## src/hdl/htfd_pkg.sv

```systemverilog
// ----------------------------------------------------------------------------
// htfd_pkg
// Shared types, constants and the CRC-8 byte step for the frame decoder.
// ----------------------------------------------------------------------------
package htfd_pkg;

    typedef logic [15:0]        raw_word_t;
    typedef logic signed [14:0] temp_centi_t;
    typedef logic [13:0]        hum_centi_t;

    // Converted values for one frame
    typedef struct packed {
        temp_centi_t temp_centi;
        hum_centi_t  hum_centi;
    } scaled_t;

    localparam logic [7:0]         CRC_INIT    = 8'hFF;
    localparam logic [7:0]         CRC_POLY    = 8'h31;

    // Full-scale spans in hundredths and the temperature offset
    localparam logic [14:0]        TEMP_SPAN   = 15'd17500;
    localparam logic [13:0]        HUM_SPAN    = 14'd10000;
    localparam logic signed [15:0] TEMP_OFFSET = 16'sd4500;
    localparam logic [16:0]        FULL_SCALE  = 17'd65535;

    // One byte through CRC-8, MSB first, no final XOR
    function automatic logic [7:0] crc8_byte(input logic [7:0] crc_in,
                                             input logic [7:0] data);
        logic [7:0] c;
        c = crc_in ^ data;
        for (int i = 0; i < 8; i++) begin
            c = c[7] ? ({c[6:0], 1'b0} ^ CRC_POLY) : {c[6:0], 1'b0};
        end
        return c;
    endfunction

endpackage

```

## src/hdl/htfd_scale.sv

```systemverilog
// ----------------------------------------------------------------------------
// htfd_scale
// Scale raw sensor words to hundredths of degC and of %RH.
// ----------------------------------------------------------------------------
module htfd_scale (
    input  htfd_pkg::raw_word_t raw_temperature,
    input  htfd_pkg::raw_word_t raw_humidity,
    output htfd_pkg::scaled_t   scaled
);
    import htfd_pkg::*;

    // floor(x / 65535) for x < 2^31: x = q0*65536 + lo, so the remainder
    // against 65535 is lo + q0, which stays below twice the divisor.
    function automatic logic [15:0] div_full_scale(input logic [30:0] x);
        logic [14:0] q0;
        logic [16:0] rem;
        q0  = x[30:16];
        rem = {1'b0, x[15:0]} + {2'b00, q0};
        return {1'b0, q0} + 16'((rem >= FULL_SCALE) ? 1 : 0);
    endfunction

    logic [30:0]        temp_prod;
    logic [30:0]        hum_prod;
    logic [15:0]        temp_quot;
    logic [15:0]        hum_quot;
    logic signed [15:0] temp_shifted;

    assign temp_prod    = 31'(raw_temperature) * 31'(TEMP_SPAN);
    assign hum_prod     = 31'(raw_humidity) * 31'(HUM_SPAN);
    assign temp_quot    = div_full_scale(temp_prod);
    assign hum_quot     = div_full_scale(hum_prod);
    assign temp_shifted = $signed(temp_quot) - TEMP_OFFSET;

    assign scaled.temp_centi = temp_shifted[14:0];
    assign scaled.hum_centi  = hum_quot[13:0];

endmodule

```

## src/hdl/humidity_temp_frame_decoder.sv

```systemverilog
// ----------------------------------------------------------------------------
// humidity_temp_frame_decoder
// Decode a six-byte temperature/humidity sensor frame with CRC-8 checks.
// ----------------------------------------------------------------------------
// Usage:
//   Feed the sensor read-back one byte per word on the s_ channel: temperature
//   MSB, LSB, CRC, humidity MSB, LSB, CRC. Set s_tuser on a word to mark the
//   first byte of a frame; this drops any partial frame. After six bytes the
//   position wraps and the next byte starts a new frame anyway.
//   Each sixth byte yields one word on the m_ channel: converted values (last
//   good ones on a CRC error), the raw words of this frame and a status flag
//   in m_tuser (0 good and updated, 1 CRC mismatch).
// Throughput and pipeline:
//   One byte per cycle, sustained while the output register has room. A byte
//   is registered in the input register and decoded at its exit; the result
//   word is registered in the output register. The per-byte CRC step and
//   the constant multiply and divide-by-65535 of the scaler set the cycle.
// Reset and stalls:
//   aresetn clears the byte position and last good values (both read 0 until
//   a good frame arrives) and presets the CRC. While m_tready is low a result
//   word holds in the output register; bytes one to five still advance, and
//   the sixth byte waits in the input register, so s_tready drops only then.
// ----------------------------------------------------------------------------
module humidity_temp_frame_decoder (
    input  logic        aclk,
    input  logic        aresetn,
    input  logic        s_tvalid,
    output logic        s_tready,
    input  logic [7:0]  s_tdata,   // [7:0] rx_byte
    input  logic        s_tuser,   // [0] frame_start
    output logic        m_tvalid,
    input  logic        m_tready,
    output logic [63:0] m_tdata,   // [14:0] temperature_centi, [28:15] humidity_centi,
                                   // [44:29] raw_temperature, [60:45] raw_humidity,
                                   // [63:61] zero
    output logic        m_tuser    // [0] status
);
    import htfd_pkg::*;

    localparam logic [2:0] POS_TEMP_MSB = 3'd0;
    localparam logic [2:0] POS_TEMP_LSB = 3'd1;
    localparam logic [2:0] POS_TEMP_CRC = 3'd2;
    localparam logic [2:0] POS_HUM_MSB  = 3'd3;
    localparam logic [2:0] POS_HUM_LSB  = 3'd4;
    localparam logic [2:0] POS_HUM_CRC  = 3'd5;

    // Input register
    logic        in_valid_reg, in_valid_next;
    logic [7:0]  in_byte_reg,  in_byte_next;
    logic        in_start_reg, in_start_next;

    // Frame state
    logic [2:0]  pos_reg,       pos_next;
    logic [7:0]  crc_reg,       crc_next;
    logic [7:0]  high_reg,      high_next;
    raw_word_t   temp_word_reg, temp_word_next;
    raw_word_t   hum_word_reg,  hum_word_next;
    logic        temp_good_reg, temp_good_next;
    temp_centi_t last_temp_reg, last_temp_next;
    hum_centi_t  last_hum_reg,  last_hum_next;

    // Output register
    logic        out_valid_reg, out_valid_next;
    logic [63:0] out_data_reg,  out_data_next;
    logic        out_user_reg,  out_user_next;

    logic        advance;
    logic        frame_end;
    logic        frame_good;
    logic [2:0]  pos;
    logic [7:0]  crc_step;
    scaled_t     scaled;

    htfd_scale u_scale (
        .raw_temperature (temp_word_reg),
        .raw_humidity    (hum_word_reg),
        .scaled          (scaled)
    );

    // Position of the byte in the input register; frame start restarts it
    always_comb begin
        if (in_start_reg || pos_reg > POS_HUM_CRC) begin
            pos = POS_TEMP_MSB;
        end else begin
            pos = pos_reg;
        end
    end

    assign frame_end  = (pos == POS_HUM_CRC);
    // Only the frame's last byte needs room in the output register
    assign advance    = in_valid_reg && (!frame_end || !out_valid_reg || m_tready);
    assign s_tready   = !in_valid_reg || advance;
    assign crc_step   = crc8_byte((pos == POS_TEMP_MSB || pos == POS_HUM_MSB)
                                  ? CRC_INIT : crc_reg, in_byte_reg);
    assign frame_good = temp_good_reg && (crc_reg == in_byte_reg);

    always_comb begin
        // Input register: load on accept, empty once decoded
        in_valid_next = in_valid_reg;
        in_byte_next  = in_byte_reg;
        in_start_next = in_start_reg;
        if (s_tvalid && s_tready) begin
            in_valid_next = 1'b1;
            in_byte_next  = s_tdata;
            in_start_next = s_tuser;
        end else if (advance) begin
            in_valid_next = 1'b0;
        end

        pos_next       = pos_reg;
        crc_next       = crc_reg;
        high_next      = high_reg;
        temp_word_next = temp_word_reg;
        hum_word_next  = hum_word_reg;
        temp_good_next = temp_good_reg;
        last_temp_next = last_temp_reg;
        last_hum_next  = last_hum_reg;

        if (advance) begin
            pos_next = frame_end ? POS_TEMP_MSB : pos + 3'd1;
            unique case (pos)
                POS_TEMP_MSB, POS_HUM_MSB: begin
                    crc_next  = crc_step;
                    high_next = in_byte_reg;
                end
                POS_TEMP_LSB: begin
                    crc_next       = crc_step;
                    temp_word_next = {high_reg, in_byte_reg};
                end
                POS_HUM_LSB: begin
                    crc_next      = crc_step;
                    hum_word_next = {high_reg, in_byte_reg};
                end
                POS_TEMP_CRC: begin
                    temp_good_next = (crc_reg == in_byte_reg);
                end
                default: begin
                    // humidity CRC: checked below
                end
            endcase
            if (frame_end && frame_good) begin
                last_temp_next = scaled.temp_centi;
                last_hum_next  = scaled.hum_centi;
            end
        end

        // Output register: hold until taken
        out_valid_next = out_valid_reg;
        out_data_next  = out_data_reg;
        out_user_next  = out_user_reg;
        if (advance && frame_end) begin
            out_valid_next = 1'b1;
            out_data_next  = {3'b000, hum_word_reg, temp_word_reg,
                              last_hum_next, last_temp_next};
            out_user_next  = !frame_good;
        end else if (m_tready) begin
            out_valid_next = 1'b0;
        end
    end

    always_ff @(posedge aclk) begin
        if (!aresetn) begin
            in_valid_reg  <= 1'b0;
            out_valid_reg <= 1'b0;
            pos_reg       <= POS_TEMP_MSB;
            crc_reg       <= CRC_INIT;
            high_reg      <= '0;
            temp_word_reg <= '0;
            hum_word_reg  <= '0;
            temp_good_reg <= 1'b0;
            last_temp_reg <= '0;
            last_hum_reg  <= '0;
        end else begin
            in_valid_reg  <= in_valid_next;
            out_valid_reg <= out_valid_next;
            pos_reg       <= pos_next;
            crc_reg       <= crc_next;
            high_reg      <= high_next;
            temp_word_reg <= temp_word_next;
            hum_word_reg  <= hum_word_next;
            temp_good_reg <= temp_good_next;
            last_temp_reg <= last_temp_next;
            last_hum_reg  <= last_hum_next;
        end
        in_byte_reg  <= in_byte_next;
        in_start_reg <= in_start_next;
        out_data_reg <= out_data_next;
        out_user_reg <= out_user_next;
    end

    assign m_tvalid = out_valid_reg;
    assign m_tdata  = out_data_reg;
    assign m_tuser  = out_user_reg;

endmodule
```

## config.mk

```make
export PLATFORM = sky130hd
export DESIGN_NAME = humidity_temp_frame_decoder
export DESIGN_NICKNAME = d
export VERILOG_FILES = /design/src/hdl/htfd_pkg.sv /design/src/hdl/htfd_scale.sv /design/src/hdl/humidity_temp_frame_decoder.sv
export SDC_FILE = /design/constraint.sdc
export NUM_CORES = 1
export LEC_CHECK = 0
export BUFFER_PORTS_ARGS = -buffer_cell sky130_fd_sc_hd__buf_2
export CORE_UTILIZATION = 55
export DETAILED_ROUTE_END_ITERATION = 10
export MAX_ROUTING_LAYER = met4
export PLACE_DENSITY = 0.74
export SETUP_SLACK_MARGIN = 0.05
export SLEW_MARGIN = 15
export SYNTH_ARGS = -nofsm -noshare
export SYNTH_HDL_FRONTEND = slang
export SYNTH_HIERARCHICAL = 1
export SYNTH_SLANG_ARGS = --single-unit
export TNS_END_PERCENT = 1
```

## constraint.sdc

```tcl
create_clock -name aclk -period 7.75 [get_ports aclk]
set_input_delay 1.1625 -clock aclk [delete_from_list [all_inputs] [get_ports aclk]]
set_output_delay 1.1625 -clock aclk [all_outputs]
set_load 0.1 [all_outputs]
```

==> results.toml, run 1 <==
[run_status]
run_status = "complete, but fails checks"
violations = "negative setup slack"

[clocking]
clk_path_buf_depth = 2
path_clk_slew_ps = 70
clk_latency_ps = 440
cts_buffers = 17
root_buffer = "clkbuf_16"
cts_tree = "built"
htreeDepth = 4
cts_sinks = 154

[grt]
grt_max_degree = 84
grt_usage_pct = 25.9
grt-ovfl-total = 0
use_met1_pct = 32.6
grt-busiest-layer = "met2"
grt_antenna_before_repair = 0
grt_pass1_wl_um = 51700
grt_use_met3_pct = 2.92
first_global_vias = 10640
grt_use_met2_pct = 44.1

[logic_synthesis]
synth-compound-area-share_pct = 11.7
synth_area_um2 = 13900
synth.avg_cell_area_um2 = 9.78
yosysWarnings = 6
synth_cell_types = 90
synth_edf_count = 71
synthMuxAreaShare_pct = 4.57
async_reset_ff_share_pct = 0
synth_xor_area_share_pct = 6.56
ys_seq_area_share_pct = 27.3
synth_simple_gate_area_share_pct = 12.4
synth_cells = 1418
synth_top_family_by_area = "adder cells"
post_synth_fa_ha_maj_area_fraction_pct = 29.7
synth-seq-cells = 154
ys.flop_type = "dfxtp_1"

[floorplanning]
die_height_um = 161
io_pins = 80
coreArea_um2 = 24500
row_count = 57
start_util_pct = 56.6
die_w_um = 161
die_area_um2 = 25900

[timing]
fin_ws_ps = -9.65
timing.fmax_mhz = 129
setup_viol = 3
fin_crit_ps = 7760
worstMarginPinSlew_ps = 920
whs_ps = 495
slew_viol_final = 0
min_period_over_period_pct = 100
relSlewSlack_pct = 38.5
finalClockSkew_ps = 15.6
finalHoldViolCount = 0
rsz0062_at_grt = "true"

[drt]
drt.antenna.violating_nets = 0
viasPerCell = 5.59
drt_iter0_drc = 667
vias = 11015
wire_per_inst_um = 17.5
drt-total-wl_um = 34500
drc_errors = 0
firstDrtPassIters = 6

[worst_setup_path]
critPathArrivalTime_ps = 8100
cp_top_family = "adder cells"
worst_setup_path_start_kind = "flip-flop"
cp.required_ps = 8090
crit_path_top_delay_cell = "fa_1"
path_max_fanout = 5
ff2ff_setup_slack_ps = -10
cpPeakStageDelay_ps = 530
timing.critical_path.mode_cell = "fa_1"
crit_buf_inv = 4
critPathKind = "flip-flop to flip-flop"
endpoint_kind = "flip-flop"

[placed_design]
place.gp.congestion = 0.894
place_area_um2 = 15400
dp_hpwl_um = 24300
io_buffers = 76

[pwr]
max-vdd-ir-drop_mv = 0.138
cellLeakagePower_nw = 8.17
p_per_area_nw_per_um2 = 111

[layout]
finalNetCount = 1924
largest_reg_flops = 61
antennaDiodeCount = 0
area_growth_pct = 26.0
utilization_pct = 71.3
final_cell_area_um2 = 17500
drive_gt1_share_pct = 30.6

[worst_hold_path]
worstHoldPathType = "flip-flop to flip-flop"

[run]
max_cap_violations = 0
==> logic make-up after synthesis <==
group           count (synthesis)
buf+inv                       273
flops                         154
mux                            56
xor+xnor                       99
fa+ha+maj                     280
other cells                     1
simple gates                  319
compound gates                236
==> per-stage QoR <==
| stage | instances | power, mW | setup TNS [ps] | setup WS, ps |
|---|---|---|---|---|
| after floorplan | 1420 | 1.00 | 0 | 44.5 |
| after global placement | 1898 | 1.03 | -3920 | -278 |
| after detailed placement | 1898 | 1.04 | -6970 | -496 |
| after CTS | 1949 | 1.95 | 0 | 39.4 |
| after global routing | 1969 | 2.00 | -4450 | -260 |
| final | 1969 | 1.94 | -15.8 | -9.65 |
==> final cells by class <==
type / instances / area, um2
flip-flops and latches: 154 / 3850
clock inverters: 15 / 221
well taps: 324 / 405
fillers: 1691 / 7050
clock buffers: 17 / 425
inverters: 232 / 873
multi-input cells: 993 / 10100
repair buffers: 234 / 1600
==> placed cells by master, fill, tap and decap left out, drive strengths merged, types with 4 or more instances in the layout <==
| cell | instances |
|---|---|
| a211oi | 11 |
| nor3b | 6 |
| clkbuf | 17 |
| nor3 | 14 |
| buf | 234 |
| nand4 | 14 |
| a21boi | 18 |
| and4 | 5 |
| and3 | 11 |
| a31oi | 7 |
| fa | 82 |
| dfxtp | 83 |
| o2111ai | 4 |
| nor2 | 35 |
| inv | 240 |
| o31ai | 6 |
| a21oi | 62 |
| nand2 | 95 |
| mux2i | 27 |
| o211ai | 16 |
| xnor2 | 67 |
| nand3 | 12 |
| and2 | 39 |
| o21a | 10 |
| nor4 | 5 |
| a21o | 17 |
| o31a | 5 |
| o21ai | 46 |
| nand2b | 12 |
| nor2b | 43 |
| edfxtp | 71 |
| clkinv | 5 |
| or3 | 7 |
| xor2 | 30 |
| ha | 197 |
| nand3b | 4 |
| mux2 | 29 |
==> per-layer routing <==
| layer | vias to the layer above | share of wire, % |
|---|---|---|
| li1 | 5260 | - |
| met1 | 5386 | 43 |
| met2 | 290 | 50 |
| met3 | 79 | 3.8 |
| met4 | 0 | 2.8 |
| met5 | - | 0 |
==> cell usage after synthesis (all sizes together), types with 3 or more instances <==
library cell / count / share of area [%]
a211o: 3 / 0.19
a211oi: 11 / 0.74
a21boi: 18 / 0.97
a21o: 17 / 0.92
a21oi: 62 / 2.3
a221oi: 3 / 0.23
a31oi: 7 / 0.32
and2: 39 / 1.8
and3: 11 / 0.51
and4: 5 / 0.32
buf: 12 / 0.66
clkbuf: 29 / 0.78
dfxtp: 83 / 12
edfxtp: 71 / 15
fa: 82 / 12
ha: 197 / 18
inv: 232 / 6.3
mux2: 29 / 2.6
mux2i: 27 / 1.9
nand2: 95 / 2.6
nand2b: 12 / 0.54
nand3: 12 / 0.43
nand3b: 4 / 0.22
nand4: 14 / 0.63
nor2: 35 / 0.96
nor2b: 43 / 1.9
nor3: 14 / 0.51
nor3b: 6 / 0.32
nor4: 5 / 0.23
nor4b: 3 / 0.23
o2111ai: 4 / 0.25
o211ai: 16 / 0.87
o21a: 10 / 0.54
o21ai: 46 / 1.7
o21bai: 3 / 0.16
o311ai: 3 / 0.19
o31a: 5 / 0.32
o31ai: 6 / 0.42
or3: 7 / 0.32
or4: 3 / 0.19
xnor2: 67 / 4.3
xor2: 30 / 1.9
==> worst paths after layout <==
path / to / depth (start not counted) / from
min: m_tdata[56] / 0 / hum_word_reg[11]
max reg2reg: last_temp_reg[13] / 30 / temp_word_reg[10]
min reg2reg: m_tdata[56] / 0 / hum_word_reg[11]
max: last_temp_reg[13] / 30 / temp_word_reg[10]
==> timing repair <==
action / in CTS / in global routing
hold buffers: 0 / 0
gates resized for setup: 73 / 168
endpoints found under the setup margin: 40 / 44
pin swaps: 45 / 101
setup buffers: 19 / 20
==> worst reg2reg max path, delay by kind of cell, from the launching register on <==
family                     cells  cell delay, ps
AOI/OAI and AO/OA             10            2210
xor gates and xnor gates       3             510
adders and majority gates      7            2540
buffers and inverters          4             440
DFF                            1             360
muxes                          1             280
and+or+nand+nor                5            1300
==> report_power, final <==
part / internal [mW] / switching (mW) / total [mW]
Combinational: 0.0754 / 0.0836 / 0.159
Clock: 0.501 / 0.404 / 0.905
Sequential: 0.852 / 0.0232 / 0.875
Total: 1.43 / 0.511 / 1.94
Power figures use the tool's default switching activity.
==> inputs of run 2 (changes only) <==
Settings changed: CELL_PAD_IN_SITES_DETAIL_PLACEMENT from default to 0, CELL_PAD_IN_SITES_GLOBAL_PLACEMENT from default to 1, CORE_UTILIZATION 55 to 44, PLACE_DENSITY 0.74 to 0.76, SLEW_MARGIN 15 to 0, SYNTH_HIERARCHICAL 1 to default.
==> results.toml, run 2 <==
[run_status]
run_status = "complete, no violations"

[worst_setup_path]
endpoint_kind = "flip-flop"
ff2ff_setup_slack_ps = 280
reg2reg_from = "temp_word_reg[8]"
path_max_fanout = 5
crit_buf_inv = 5
crit_path_top_delay_cell = "fa_1"
critPathKind = "flip-flop to flip-flop"
r2r-end = "m_tdata[14]"
cp_top_family = "adder cells"
critPathArrivalTime_ps = 7760
r2r_cells = 34
cp.required_ps = 8040
worst_setup_path_start_kind = "flip-flop"
cpPeakStageDelay_ps = 530

[logic_synthesis]
yosysWarnings = 0
synth.avg_cell_area_um2 = 9.21
async_reset_ff_share_pct = 0
synthTopCellsByArea = "ha_1 (18%), edfxtp_1 (15%), dfxtp_1 (12%)"
synth_cell_types = 85
synth.most_common_cell = "inv_1"
synth_top_area_share_pct = 17.5
synth_cells = 1521
ys.flop_type = "dfxtp_1"
ys_seq_area_share_pct = 27.1
synth_top_cells_by_count = "inv_1 (242), ha_1 (196), nand2_1 (116)"
synth-seq-cells = 154
synth_edf_count = 71
synth_top_area_cell = "ha_1"
synth_area_um2 = 14000

[worst_hold_path]
worstHoldEndpoint = "last_hum_reg[5]"
worstHoldPathType = "flip-flop to flip-flop"
hold_depth = 2
hold_start = "last_hum_reg[5]"

[clocking]
cts_tree = "built"
cts_buffers = 17
path_clk_slew_ps = 70
clk_path_buf_depth = 2
clk_latency_ps = 430
root_buffer = "clkbuf_16"
htreeDepth = 4
ctsHoldBuffers = 0
cts_sinks = 154

[timing]
worstMarginPinSlew_ps = 908
rsz0062_at_grt = "true"
finalClockSkew_ps = 18.9
min_period_over_period_pct = 96.4
fin_crit_ps = 7470
whs_ps = 464
relSlewSlack_pct = 39.4
slew_viol_final = 0
setup_viol = 0
finalHoldViolCount = 0
fin_ws_ps = 280
timing.fmax_mhz = 134

[layout]
utilization_pct = 56.9
antennaDiodeCount = 0
finalNetCount = 2057
drive_gt1_share_pct = 26.7
area_growth_pct = 25.9
layout_commonest_cell = "inv_1"
final.fill_count = 2776
layout_common_cells = "inv_1 (231), buf_4 (195), ha_1 (163)"
largest_reg_flops = 61

[drt]
drt_iter0_drc = 752
wire_per_inst_um = 16.6
drt-total-wl_um = 36100
firstDrtPassIters = 7
drc_errors = 0
vias = 11545
drt.antenna.violating_nets = 0
viasPerCell = 5.31

[floorplanning]
coreArea_um2 = 31000
row_count = 64
die_height_um = 180
io_pins = 80
start_util_pct = 45.2
die_area_um2 = 32600
die_w_um = 180

[grt]
first_global_vias = 11210
grt_antenna_before_repair = 0
grt_max_degree = 63
grt_pass1_wl_um = 58000
grt-ovfl-total = 0
grt_usage_pct = 23.0

[pwr]
max-vdd-ir-drop_mv = 0.144
cellLeakagePower_nw = 8.51
p_per_area_nw_per_um2 = 104

[placed_design]
dp_hpwl_um = 28200
place.gp.congestion = 0.901
io_buffers = 76
dpl_worst_slack_ps = -400

[run]
max_cap_violations = 0
run 2: cell types whose count changed in the layout (fill, tap and decap cells not counted), sizes merged, moves of 18 or more:
cell,previous run,this run
a21oi,62,95
buf,234,275
mux2,29,2
nor2b,43,11
and2,39,21
nand2,95,116
nand3,12,36
nor2,35,82
run 2: through the flow:
stage	cell area (um2)	power [mW]	setup TNS [ps]	instances
floorplan	14000	0.975	0	1523
finish	17600	1.83	0	2175
detailed placement	16000	1.01	-3470	2121
global route	17600	1.89	-585	2175
CTS	16800	1.84	0	2160
global placement	16000	1.01	-1620	2121
run 2: routing by layer:
metal  wire length, um  vias up  share of wire (%)  GRT usage (%)
met1             17700     5578                 49           31.8
met2             16800      218                 47           36.4
li1                  -     5733                  -              -
met5                 0        -                  0              -
met4               281        0               0.78           4.07
met3              1240       16                3.4           2.79
run 2: kinds of logic after synthesis:
family | synth area share, %
adders and majority gates | 29.2
other | 0.0268
DFF | 27.1
AOI/OAI and AO/OA | 15.5
muxes | 2.02
and+or+nand+nor | 13.1
xor gates and xnor gates | 4.94
buffers and inverters | 8.07
run 2: worst max-delay path by stage:
stage,slack (ps),end,cells after the start,startpoint
after global routing,-90,last_hum_reg[10],37,hum_word_reg[4]
after detailed placement,-400,last_temp_reg[14],35,temp_word_reg[12]
final,280,m_tdata[14],34,temp_word_reg[8]
after floorplan,50,last_temp_reg[14],28,temp_word_reg[9]
after global placement,-260,last_temp_reg[14],34,temp_word_reg[12]
after CTS,30,last_hum_reg[13],34,hum_word_reg[8]
run 2: worst min-delay path: stages, from the launching register on:
cell	delay (ps)
dfxtp_1	300
nand2_1	60
a21oi_1	50
run 2: timing repair:
item                       CTS  global route
setup endpoints to repair   34            47
buffers inserted             7            15
pin swaps                   11            69
resized for setup           38           142
run 2: cell type report:
| class | count | area [um2] | area share (%) |
|---|---|---|---|
| clock inverters | 11 | 104 | 0.589 |
| flip-flops and latches | 154 | 3830 | 21.7 |
| well taps | 396 | 495 | 2.81 |
| inverters | 243 | 912 | 5.17 |
| repair buffers | 275 | 1890 | 10.7 |
| clock buffers | 21 | 470 | 2.67 |
| multi-input cells | 1075 | 9940 | 56.4 |
run 2: power breakdown:
group	internal, mW	leakage (nW)	switching [mW]
Combinational	0.0545	6.91	0.0737
Clock	0.448	0.286	0.377
Sequential	0.854	1.31	0.0198
Total	1.36	8.51	0.471
